<file path="config.mk">
export PLATFORM = sky130hd
export DESIGN_NAME = rgbled_bit_timer
export DESIGN_NICKNAME = d
export VERILOG_FILES = /design/src/rgbled_pkg.sv /design/src/rgbled_bit_timer.sv
export SDC_FILE = /design/constraint.sdc
export NUM_CORES = 1
export LEC_CHECK = 0
export ABC_AREA = 1
export ABC_CLOCK_PERIOD_IN_PS = 10300
export BUFFER_PORTS_ARGS = -buffer_cell sky130_fd_sc_hd__buf_4
export CELL_PAD_IN_SITES_DETAIL_PLACEMENT = 0
export CELL_PAD_IN_SITES_GLOBAL_PLACEMENT = 1
export CORE_ASPECT_RATIO = 2
export CORE_MARGIN = 4
export CORE_UTILIZATION = 40
export DETAILED_ROUTE_END_ITERATION = 8
export HOLD_SLACK_MARGIN = 0.02
export PLACE_DENSITY_LB_ADDON = 0.1
export REMOVE_ABC_BUFFERS = 1
export SYNTH_ARGS = -nofsm -noshare
export SYNTH_HDL_FRONTEND = slang
export SYNTH_SLANG_ARGS = --single-unit
</file>
<file path="constraint.sdc">
create_clock -name clk -period 10.3 [get_ports clk]
set_input_delay 1.545 -clock clk [delete_from_list [all_inputs] [get_ports clk]]
set_output_delay 1.545 -clock clk [all_outputs]
set_load 0.005 [all_outputs]
</file>
<file path="src/rgbled_pkg.sv">
package rgbled_pkg;

  localparam int BITS_PER_PIXEL = 24;

  localparam logic [1:0] CMD_TICK  = 2'd0;
  localparam logic [1:0] CMD_SETPX = 2'd1;
  localparam logic [1:0] CMD_BLACK = 2'd2;
  localparam logic [1:0] CMD_START = 2'd3;

  localparam logic [1:0] REG_BIT_PERIOD = 2'd0;
  localparam logic [1:0] REG_ZERO_HIGH  = 2'd1;
  localparam logic [1:0] REG_ONE_HIGH   = 2'd2;

  localparam logic [15:0] BIT_PERIOD_RST = 16'd124;
  localparam logic [15:0] ZERO_HIGH_RST  = 16'd40;
  localparam logic [15:0] ONE_HIGH_RST   = 16'd80;

  localparam logic [23:0] COLOR_WHITE = 24'hFFFFFF;
  localparam logic [23:0] COLOR_BLACK = 24'h000000;

  typedef struct packed {
    logic        tick;
    logic        start;
    logic [9:0]  count;
    logic [23:0] word;
  } tmr_ctl_t;

  typedef struct packed {
    logic line;
    logic busy;
    logic done;
  } tmr_stat_t;

  typedef struct packed {
    logic [15:0] bit_period;
    logic [15:0] zero_high;
    logic [15:0] one_high;
  } tmr_cfg_t;

endpackage

</file>
<file path="src/rgbled_bit_timer.sv">
module rgbled_bit_timer #(
  parameter int MAX_PIXELS = 512,
  parameter int AW         = 9
) (
  input  logic                 clk,
  input  logic                 rst_n,
  input  rgbled_pkg::tmr_cfg_t cfg,
  input  rgbled_pkg::tmr_ctl_t ctl,
  output rgbled_pkg::tmr_stat_t stat,
  output logic                 frame_busy,
  output logic [AW-1:0]        rd_addr
);

  localparam int FRAME = MAX_PIXELS * rgbled_pkg::BITS_PER_PIXEL + 1;
  localparam int PW    = $clog2(FRAME + 1);
  localparam int CW    = $clog2(MAX_PIXELS + 1);
  localparam logic [4:0] SEL_TOP = 5'(rgbled_pkg::BITS_PER_PIXEL - 1);

  logic          busy_r, busy_nxt;
  logic [15:0]   tick_r, tick_nxt;
  logic [PW-1:0] per_r, per_nxt;
  logic [PW-1:0] bits_r, bits_nxt;
  logic          bit_r, bit_nxt;
  logic          line_r, line_nxt;
  logic [4:0]    sel_r, sel_nxt;
  logic [CW-1:0] pix_r, pix_nxt;
  logic          done;
  logic          in_data;

  always_comb begin
    busy_nxt = busy_r;
    tick_nxt = tick_r;
    per_nxt  = per_r;
    bits_nxt = bits_r;
    bit_nxt  = bit_r;
    line_nxt = line_r;
    sel_nxt  = sel_r;
    pix_nxt  = pix_r;
    done     = 1'b0;
    in_data  = 1'b0;
    if (ctl.start) begin
      busy_nxt = 1'b1;
      tick_nxt = '0;
      per_nxt  = '0;
      bits_nxt = PW'(32'(ctl.count) * rgbled_pkg::BITS_PER_PIXEL);
      bit_nxt  = 1'b0;
      line_nxt = 1'b0;
      sel_nxt  = SEL_TOP;
      pix_nxt  = '0;
    end else if (ctl.tick && busy_r) begin
      tick_nxt = (tick_r == cfg.bit_period) ? '0 : tick_r + 16'd1;
      if (tick_nxt == 16'd1) begin
        per_nxt = per_r + PW'(1);
        if (per_nxt <= bits_r) begin
          bit_nxt  = ctl.word[sel_r];
          line_nxt = 1'b1;
          if (sel_r == 5'd0) begin
            sel_nxt = SEL_TOP;
            pix_nxt = pix_r + CW'(1);
          end else begin
            sel_nxt = sel_r - 5'd1;
          end
        end
        if (per_nxt >= PW'(FRAME)) begin
          line_nxt = 1'b0;
          busy_nxt = 1'b0;
          done     = 1'b1;
        end
      end
      if (busy_nxt) begin
        in_data = (per_nxt != '0) && (per_nxt <= bits_r);
        if (in_data && tick_nxt == cfg.zero_high && !bit_nxt) begin
          line_nxt = 1'b0;
        end
        if (in_data && tick_nxt == cfg.one_high) begin
          line_nxt = 1'b0;
        end
      end
    end
  end

  always_ff @(posedge clk) begin
    if (!rst_n) begin
      busy_r <= 1'b0;
      tick_r <= '0;
      per_r  <= '0;
      bits_r <= '0;
      bit_r  <= 1'b0;
      line_r <= 1'b0;
      sel_r  <= SEL_TOP;
      pix_r  <= '0;
    end else begin
      busy_r <= busy_nxt;
      tick_r <= tick_nxt;
      per_r  <= per_nxt;
      bits_r <= bits_nxt;
      bit_r  <= bit_nxt;
      line_r <= line_nxt;
      sel_r  <= sel_nxt;
      pix_r  <= pix_nxt;
    end
  end

  assign stat.line  = line_nxt;
  assign stat.busy  = busy_nxt;
  assign stat.done  = done;
  assign frame_busy = busy_r;
  assign rd_addr    = pix_r[AW-1:0];

endmodule

</file>
==> results.md, run 1 <==
- Critical Path Fanout Max: 39
- Wire per inst: 13.9 µm
- Fill cells: 1431
- Die Wd: 90.1 µm
- Combinational power share: 27.3%
- Initial antenna violation count: 0
- Hold Path Origin: pix_r[4]$_SDFFE_PP0P_
- Critical path arrival: 5630 ps
- Residual DRC: 0
- CP delay by family, top: simple AND/OR/NAND/NOR gates
- Fin crit share: 69.7%
- Sw Share: 31.4%
- Synth top area cells: dfxtp_1 22%, nand2_1 16%, inv_1 9.5%
- Placed cell count: 1115
- FMAX: 139 MHz
- Slew margin rel.: 52.1%
- Setup repair bufs after CTS: 0
- R2r setup slk: 5770 ps
- Number of max-cap violations: 0
- Number of I/O port buffers: 98
- Most used cell, CP: nand2_1
- Int Power: 507 µW
- # IOs: 99
- Number of synthesized register bits: 58
- Final Skew: 4.44 ps
- Final Cell Area: 6470 µm²
- DR vias: 5644
- Synth Area in Adders: 8.96%
- Detailed Place HPWL: 12.8 mm
- Dpl cell area: 6180 µm²
- Routed WL: 15.7 mm
- Worst r2r path cells: 29
- CP endpoint kind: primary output
- Final hold vios: 0
- Main combinational cell family by area after synthesis: simple AND/OR/NAND/NOR gates
- Ys async rst share: 0%
- Simple-gate share of the synthesized area: 37.1%
- H-tree lvl count: 3
- Largest net degree at the start of global routing: 55
- Warnings from Yosys: 0
- Clock power frac: 40.3%
- Post-CTS resize count: 0
- Ys flop type: dfxtp_1
- Skew-Pair Late Insertion Delay: 330 ps
- Synth Area in XOR/XNOR: 5.85%
- Origin of the critical flop-to-flop path: tick_r[3]$_SDFFE_PP0P_
- Flop pwr share: 32.4%
- Slew @ Worst Pin: 718 ps
- Status: completed
- Worst setup SP type: input port
- Routability Congestion: 0.878
- Compound-Gate Fraction of Synth Area: 13.8%
- Pwr dens: 114 nW/µm²
- Synth unique cells: 41
- DR iter-0 viols: 240
- Vias in the first global route: 5415
- Hold Path Stages: 2
- Slew Viols, Final: 0
- Bufs and invs on worst path: 5
- Clk buf depth: 2
- Reg area: 1160 µm²
- Grt total ovfl: 0
- Final min period: 7180 ps
- CP max-delay cell: nand2_2
- WP data required: 8760 ps
- Largest area contributor in the netlist: dfxtp_1
- Initial Util: 41.0%
- Cell Count, Final, Fillers Out: 1130
- Antenna diode count: 0
- Hold Path End: pix_r[4]$_SDFFE_PP0P_
- Cell area after synthesis: 5390 µm²
- Most common cell after layout, fill and taps aside: nand2_1
- Routed vias/inst: 4.99
- Crit Reg-Reg Endpoint: line_r$_SDFF_PN0_
- Endpoints failing setup: 0
- Peak supply drop: 74.1 µV
- Core area: 13100 µm²
- Total GRT Usage: 20.1%
- Setup TNS: 0 ps
- RSZ-0062 raised after global routing: no
- Number of synthesized flops with an enable pin: 0
- Clock tree sinks: 58
- Area added between synthesis and finish: 20.1%
- Die area: 15500 µm²
- Post-Syn Area per Cell: 6.05 µm²
- CTS Root Cell: clkbuf_16
- Commonest non-fill, non-tap cells in the layout: 235 x nand2_1, 136 x inv_1, 100 x buf_4
- Remaining antenna violation count after routing: 0
- Share of cells above drive strength 1: 16.3%
- Post-synthesis sequential area ratio: 21.5%
- Switch Pwr: 232 µW
- Syn Inst Count: 891
- Slowest stage delay, CP: 410 ps
- Share of the synthesized area in the top cell type: 21.5%
- WHS: 465 ps
- Crit path kind: input port to primary output
- Area of the multi-input gates: 3550 µm²
- Hold crit path type: flip-flop to flip-flop
- CTS tree: done
- Static Leak: 0.00333 µW
- First-pass GRT wire length: 25.1 mm
- Worst-path clk slew: 50 ps
- Mux share of post-synthesis cell area: 0%
- Layout net count: 1098
- Cts-stage hold buffer count: 0
- 1st-pass router iterations: 6
- Total clock buffers created by CTS: 9
- DIE HEIGHT: 172 µm
- Row cnt: 59
-- worst max path at each step --
stage / start / depth (start not counted) / end / slack, ps
after CTS: cfg[34] / 30 / stat[2] / 3080
after global placement: cfg[34] / 30 / stat[2] / 3120
final: cfg[34] / 30 / stat[2] / 3120
after floorplan: cfg[34] / 29 / stat[2] / 4170
after detailed placement: cfg[34] / 30 / stat[2] / 3080
after global routing: cfg[34] / 30 / stat[2] / 2520
-- through the flow --
step | worst slack, ps | total power (µW) | util, %
after detailed placement | 3080 | 448 | 47.1
after global routing | 2520 | 788 | 49.2
after CTS | 3080 | 748 | 49.2
final | 3120 | 739 | 49.2
after floorplan | 4170 | 375 | -
after global placement | 3120 | 447 | 47.1
-- state kept, by name (all words and copies together) (netlist names) --
name        cells
bits_r         11
bit_r           1
sel_r           5
tick_r         16
per_r          14
pix_r           9
frame_busy      1
line_r          1
-- synth_stat cells (2+ instances only) --
library cell,number
nor4_1,3
nand2_2,11
o32ai_1,4
nand3_1,58
nand4_1,20
nand3_2,4
clkbuf_1,18
o21a_1,3
nor3_1,7
o22ai_1,2
o21ai_0,66
inv_2,7
nor2_2,8
or2_2,7
nand3b_1,9
nand2_1,235
inv_1,136
a21oi_1,53
xor2_1,29
xnor2_1,7
nor3_2,3
nor2_4,2
buf_2,2
dfxtp_1,58
nor2_1,78
buf_6,3
a211oi_1,2
buf_4,5
ha_1,37
o21ai_1,2
a31oi_1,2
-- routing by layer --
metal	share of wire [%]	up-vias	wire (µm)	track usage, %
met5	0	-	0	0
met4	4.2	0	666	10.7
met3	3.2	40	497	2.05
met2	56	117	8760	40.7
met1	37	2469	5750	19.8
li1	-	3018	-	-
-- worst reg2reg max path, delay by kind of cell (launching register included) --
family / cells / cell delay (ps)
buf+inv: 3 / 190
compound gates: 6 / 1020
fa+ha+maj: 1 / 290
simple gates: 19 / 2470
flops: 1 / 490
-- power by group through the flow --
stage                     logic (µW)  registers, µW  clock network (µW)
after global placement           202            244                   0
after floorplan                  133            242                   0
after detailed placement         203            244                   0
after CTS                        204            240                 304
after global routing             234            241                 313
final                            202            240                 297
-- area by class of cell --
| type | instances | share of cell area [%] |
|---|---|---|
| sequential | 58 | 17.9 |
| inverter | 143 | 8.29 |
| tap | 152 | 2.94 |
| multi-input combinational | 662 | 54.8 |
| clock inverter | 3 | 0.619 |
| clock buffer | 12 | 3.81 |
| timing repair buffer | 100 | 11.6 |
-- kinds of logic (layout without fill, tap and decap cells) --
group,Yosys count,in the layout
AOI/OAI and AO/OA,139,139
xor gates and xnor gates,36,36
DFF,58,58
adders and majority gates,38,38
buffers and inverters,171,258
and+or+nand+nor,449,449
(Power assumes the default switching activity.)
==> run 2: changes to the inputs <==
--- a/config.mk
+++ b/config.mk
@@ -6,13 +6,13 @@
 export NUM_CORES = 1
 export LEC_CHECK = 0
 export ABC_AREA = 1
-export ABC_CLOCK_PERIOD_IN_PS = 10300
+export ABC_CLOCK_PERIOD_IN_PS = 5800
 export BUFFER_PORTS_ARGS = -buffer_cell sky130_fd_sc_hd__buf_4
 export CELL_PAD_IN_SITES_DETAIL_PLACEMENT = 0
 export CELL_PAD_IN_SITES_GLOBAL_PLACEMENT = 1
 export CORE_ASPECT_RATIO = 2
 export CORE_MARGIN = 4
-export CORE_UTILIZATION = 40
+export CORE_UTILIZATION = 35
 export DETAILED_ROUTE_END_ITERATION = 8
 export HOLD_SLACK_MARGIN = 0.02
 export PLACE_DENSITY_LB_ADDON = 0.1
==> constraint.sdc (replaced) <==
create_clock -name clk -period 5.8 [get_ports clk]
set_input_delay 0.87 -clock clk [delete_from_list [all_inputs] [get_ports clk]]
set_output_delay 0.87 -clock clk [all_outputs]
set_load 0.005 [all_outputs]
==> run 2 against run 1 <==
Against the previous run:
- cell count grew 4.2%
- register-to-register slack lost 3900 ps
- global-route usage shrank 1.0 points
- count of clock-buffer cells in the layout grew 1
- first-iteration DRC count shrank 33%
- clock skew grew 4.3 ps
- hold slack lost 4.7 ps
- combinational power grew 80%
- worst setup slack lost 2600 ps
- wire length grew 3.6%
- largest cell class unchanged
==> results.md, run 2 (same netlist as run 1, synthesis figures left out) <==
- Initial Util: 36.0% (-5.0 points)
- R2r setup slk: 1830 ps (-3940 ps)
- Top Registers: tick_r x16, per_r x14, bits_r x11
- Slew Viols, Final: 0 (unchanged)
- DR vias: 5676 (+0.57%)
- Total clock buffers created by CTS: 9 (unchanged)
- Critical path arrival: 4380 ps (-1250 ps)
- Origin of the critical flop-to-flop path: tick_r[0]$_SDFFE_PP0P_
- Pwr dens: 204 nW/µm² (+78%)
- Hold Path End: pix_r[4]$_SDFFE_PP0P_
- Slowest stage delay, CP: 300 ps (-110 ps)
- Total power: 1340 µW (+81%)
- Worst r2r path cells: 28 (-3.4%)
- Hold crit path type: flip-flop to flip-flop
- Clock tree sinks: 58 (unchanged)
- Vias in the first global route: 5688 (+5.0%)
- WP data required: 4930 ps (-3830 ps)
- Sw Share: 30.8% (-0.64 points)
- Biggest register: tick_r
- Final min period: 5250 ps
- Most used cell, CP: nand2_1
- CP delay by family, top: simple AND/OR/NAND/NOR gates
- Crit path kind: input port to primary output
- Share of cells above drive strength 1: 16.8% (+0.54 points)
- Die Wd: 95.8 µm (+6.3%)
- H-tree lvl count: 3 (unchanged)
- Routed vias/inst: 4.82 (-3.4%)
- Routability Congestion: 0.824 (-6.1%)
- WHS: 460 ps (-4.68 ps)
- Residual DRC: 0 (unchanged)
- Fin crit share: 90.5%
- Number of I/O port buffers: 98 (unchanged)
- Skew-Pair Late Insertion Delay: 330 ps (about the same)
- Hold Path Origin: pix_r[4]$_SDFFE_PP0P_
- Flop pwr share: 31.8% (-0.6 points)
- Critical Path Fanout Max: 22 (-44%)
- Remaining antenna violation count after routing: 0 (unchanged)
- Max reg flops: 16 (unchanged)
- Int Power: 928 µW (+83%)
- Worst slack, placed: 440 ps (-2640 ps)
- CTS tree: done
- 1st-pass router iterations: 4 (-2)
- Slew margin rel.: 50.8% (-1.3 points)
- Final Skew: 8.72 ps (+4.28 ps)
- Crit Reg-Reg Endpoint: line_r$_SDFF_PN0_
- Switch Pwr: 412 µW (+78%)
- Hold Path Stages: 2 (unchanged)
- Endpoints failing setup: 0 (unchanged)
- Total GRT Usage: 19.1% (-1.0 points)
- Static Leak: 0.00335 µW (+0.85%)
- Bufs and invs on worst path: 5 (unchanged)
- RSZ-0062 raised after global routing: no
- Clock power frac: 41.1% (+0.8 points)
- Core area: 15000 µm² (+14%)
- Antenna diode count: 0 (unchanged)
- FMAX: 191 MHz
- CP endpoint kind: primary output
- Initial antenna violation count: 0 (unchanged)
- CTS Root Cell: clkbuf_16
- PnR worst setup slack: 554 ps (-2570 ps)
- Slew @ Worst Pin: 737 ps (+19.8 ps)
- Number of max-cap violations: 0 (unchanged)
- Worst-path clk slew: 50 ps (about the same)
- Most common cell after layout, fill and taps aside: nand2_1
- Layout net count: 1102 (+0.36%)
- Largest net degree at the start of global routing: 55 (unchanged)
- Peak supply drop: 121 µV (+64%)
- Routed WL: 16.2 mm (+3.6%)
- Commonest non-fill, non-tap cells in the layout: 234 x nand2_1, 136 x inv_1, 104 x buf_4
- Grt total ovfl: 0 (unchanged)
- Final hold vios: 0 (unchanged)
- DR iter-0 viols: 160 (-33%)
- DIE HEIGHT: 184 µm (+6.6%)
- Combinational power share: 27.1% (-0.2 points)
- Die area: 17600 µm² (+13%)
- First-pass GRT wire length: 26.4 mm (+4.9%)
- Wire per inst: 13.8 µm (-0.50%)
- # IOs: 99 (unchanged)
- Area added between synthesis and finish: 22.0%
- Detailed Place HPWL: 13.4 mm (+4.6%)
- Worst setup SP type: input port
- Row cnt: 63 (+6.8%)
- CP max-delay cell: ha_1
- Status: completed
- Clk buf depth: 2 (unchanged)
- Setup TNS: 0 ps (unchanged)
## run 2: cell count changes in the layout (fill, tap and decap cells not counted)
| cell | delta |
|---|---|
| clkbuf_1 | -1 |
| buf_4 | +4 |
| nand2_1 | -1 |
| clkbuf_8 | +2 |
| nand2_2 | +1 |
| clkinv_2 | -1 |
## run 2: final cells by class
| cell class | count | area, µm² |
|---|---|---|
| Sequential cell | 58 | 1160 |
| Clock buffer | 13 | 270 |
| Multi-Input combinational cell | 662 | 3550 |
| Clock inverter | 2 | 35.0 |
| Inverter | 143 | 537 |
| Fill cell | 1704 | 8400 |
| Timing Repair Buffer | 104 | 781 |
| Tap cell | 195 | 244 |
## run 2: through the flow
step | instances | instance area, µm² | util [%]
6_report | 1177 | 6580 | 43.9
4_1_cts | 1177 | 6570 | 43.9
5_1_grt | 1177 | 6580 | 43.9
3_3_place_gp | 1162 | 6270 | 41.9
3_5_place_dp | 1162 | 6270 | 41.9
2_1_floorplan | 863 | 5240 | -
## run 2: per-layer routing
metal / vias to the layer above / track usage [%] / share of wire (%)
li1: 3019 / - / -
met1: 2509 / 18.5 / 36
met2: 117 / 38.5 / 57
met3: 31 / 2.29 / 3.3
met4: 0 / 8.27 / 3.3
met5: - / 0 / 0
## run 2: power by group through the flow
stage / combinational, µW / sequential (µW) / clock (µW)
after floorplan: 237 / 430 / 0
after global placement: 367 / 434 / 0
after detailed placement: 367 / 434 / 0
after CTS: 369 / 425 / 565
after global routing: 421 / 427 / 580
final: 363 / 426 / 551
## run 2: worst min-delay path, cell delays in order (launching register included)
cell     delay, ps
dfxtp_1        320
inv_1           50
a21oi_1         50
## run 2: worst max path at each step
stage	startpoint	to	slack, ps	cells past startpoint
global route	cfg[33]	stat[2]	30	31
CTS	cfg[33]	stat[2]	450	30
global placement	cfg[33]	stat[2]	500	30
floorplan	cfg[34]	stat[2]	1020	29
finish	cfg[34]	stat[2]	550	30
detailed placement	cfg[33]	stat[2]	440	30
## run 2: repair_timing
item | CTS | global route
setup buffers | 0 | 0
gates resized for setup | 0 | 1
hold buffers | 0 | 0
endpoints found under the setup margin | 0 | 1
==> run 3: changes to the inputs <==
==> constraint.sdc (replaced) <==
create_clock -name clk -period 5.8 [get_ports clk]
set_input_delay 1.74 -clock clk [delete_from_list [all_inputs] [get_ports clk]]
set_output_delay 1.74 -clock clk [all_outputs]
set_load 0.005 [all_outputs]
==> run 3 against run 2 <==
Against the previous run:
- combinational power increased by 39%
- utilization increased by 5.2 points
- sequential power about the same
- via count increased by 4.7%
- maximum frequency decreased by 20%
- the run now ends with setup timing left
- count of clock-buffer cells in the layout decreased by 1
- critical path type unchanged
- die area unchanged
- critical endpoint unchanged
- register-to-register slack about the same
- hold slack improved by 3.7 ps
==> results.md, run 3 (same netlist as run 1, synthesis figures left out) <==
- Status: finished, violations left
- Failing checks: setup timing
- Biggest register: tick_r
- Final hold vios: 0 (unchanged)
- Wire per inst: 14.0 µm (+1.1%)
- Routed WL: 17.4 mm (+7.0%)
- Top layer in use: met4
- Number of max-cap violations: 0 (unchanged)
- Total GRT Usage: 20.5% (+1.4 points)
- Max reg flops: 16 (unchanged)
- Critical path arrival: 4800 ps (+420 ps)
- H-tree lvl count: 3 (unchanged)
- Pwr dens: 198 nW/µm² (-2.7%)
- Area added between synthesis and finish: 36.4%
- Antenna diode count: 0 (unchanged)
- Peak supply drop: 144 µV (+18%)
- Vias in the first global route: 5932 (+4.3%)
- Worst-path clk slew: 50 ps (about the same)
- Slew margin rel.: 51.8% (+1.0 points)
- Endpoints failing setup: 1 (+1)
- Placed cell count: 1220 (+5.0%)
- Setup TNS: -744 ps (-744 ps)
- 1st-pass router iterations: 4 (unchanged)
- Hold Path Stages: 2 (unchanged)
- Total clock buffers created by CTS: 9 (unchanged)
- Grt total ovfl: 0 (unchanged)
- CTS Root Cell: clkbuf_16
- Total power: 1460 µW (+8.8%)
- Clock tree sinks: 58 (unchanged)
- Commonest non-fill, non-tap cells in the layout: 221 x nand2_1, 161 x buf_4, 128 x inv_1
- WHS: 464 ps (+3.68 ps)
- Initial Util: 36.0% (unchanged)
- CP delay by family, top: simple AND/OR/NAND/NOR gates
- DIE HEIGHT: 184 µm (unchanged)
- # IOs: 99 (unchanged)
- Die Wd: 95.8 µm (unchanged)
- RSZ-0062 raised after global routing: yes
- Bufs and invs on worst path: 5 (unchanged)
- Critical Path Fanout Max: 7 (-68%)
- WL met1: 6.08 mm (+3.7%)
- Static Leak: 0.00373 µW (+11%)
- Most common cell after layout, fill and taps aside: nand2_1
- Hold crit path type: flip-flop to flip-flop
- Row cnt: 63 (unchanged)
- Slew @ Worst Pin: 722 ps (-15.2 ps)
- Slew Viols, Final: 0 (unchanged)
- Routability Congestion: 0.877 (+6.4%)
- Largest net degree at the start of global routing: 55 (unchanged)
- Top Registers: tick_r x16, per_r x14, bits_r x11
- Crit path kind: input port to primary output
- Initial antenna violation count: 0 (unchanged)
- First-pass GRT wire length: 27.7 mm (+5.0%)
- Die area: 17600 µm² (unchanged)
- Clk buf depth: 2 (unchanged)
- Number of I/O port buffers: 98 (unchanged)
- Residual DRC: 0 (unchanged)
- Remaining antenna violation count after routing: 0 (unchanged)
- Cell Count, Final, Fillers Out: 1246 (+5.9%)
- Slowest stage delay, CP: 250 ps (-50 ps)
- FMAX: 153 MHz (-20%)
- Layout net count: 1171 (+6.3%)
- Share of cells above drive strength 1: 26.1% (+9.3 points)
- Worst setup SP type: input port
- Most used cell, CP: nand2_1
- Crit path depth: 30 (unchanged)
- CTS tree: done
- Final Skew: 14.3 ps (+5.55 ps)
- DR vias: 5944 (+4.7%)
- Post-Route Utilization: 49.1% (+5.2 points)
- Detailed Place HPWL: 14.2 mm (+6.1%)
- Final min period: 6540 ps (+1300 ps)
- Routed vias/inst: 4.77 (-1.1%)
- Fin crit share: 113% (+22 points)
- WP data required: 4060 ps (-870 ps)
- Skew-Pair Late Insertion Delay: 340 ps (about the same)
- Met2 wire length: 9.72 mm (+4.5%)
- CP endpoint kind: primary output
- Met3 routed wirelength: 519 µm (-3.7%)
- DR iter-0 viols: 167 (+4.4%)
- Worst r2r path cells: 24 (-14%)
- Core area: 15000 µm² (unchanged)
- CP max-delay cell: ha_4
- PnR worst setup slack: -744 ps (-1300 ps)
## run 3: final timing paths
| kind | start | end | slack, ps |
|---|---|---|---|
| max | cfg[37] | stat[2] | -740 |
| min | pix_r[4]$_SDFFE_PP0P_ | pix_r[4]$_SDFFE_PP0P_ | 460 |
| max reg2reg | per_r[1]$_SDFFE_PP0P_ | pix_r[8]$_SDFFE_PP0P_ | 1830 |
| min reg2reg | pix_r[4]$_SDFFE_PP0P_ | pix_r[4]$_SDFFE_PP0P_ | 460 |
## run 3: layout make-up
cell class	count	area, µm²
fill	1626	7620
multi-input combinational	663	3750
clock buffer	12	246
tap	195	244
sequential	58	1160
clock inverter	3	40.0
inverter	143	537
timing repair buffer	172	1380
## run 3: worst min-delay path, delay by kind of cell (launching register included)
kind,cells,cell delay (ps)
compound gates,1,50
flops,1,320
buf+inv,1,50
## run 3: metrics by stage
stage / cell area, µm² / worst slack [ps]
after global routing: 7350 / -981
after detailed placement: 6730 / -995
final: 7350 / -744
after global placement: 6730 / -966
after floorplan: 5240 / -718
after CTS: 7070 / -763
## run 3: where the power goes
| group | total, µW | internal (µW) | switching, µW |
|---|---|---|---|
| logic | 503 | 246 | 257 |
| clock network | 530 | 340 | 189 |
| registers | 425 | 413 | 12.0 |
| total | 1460 | 999 | 459 |
## run 3: what timing repair did
action | in CTS | in global routing
hold endpoints to repair | 0 | 0
hold buffers | 0 | 0
buffers inserted | 1 | 10
gates cloned | 1 | 0
resized for setup | 13 | 60
setup endpoints to repair | 3 | 3
pin swaps | 6 | 45
## run 3: routing by layer
layer	vias up	global-route usage (%)
met5	-	0
met4	0	12.9
met3	50	2.66
met2	116	39.2
met1	2613	19.7
li1	3165	-
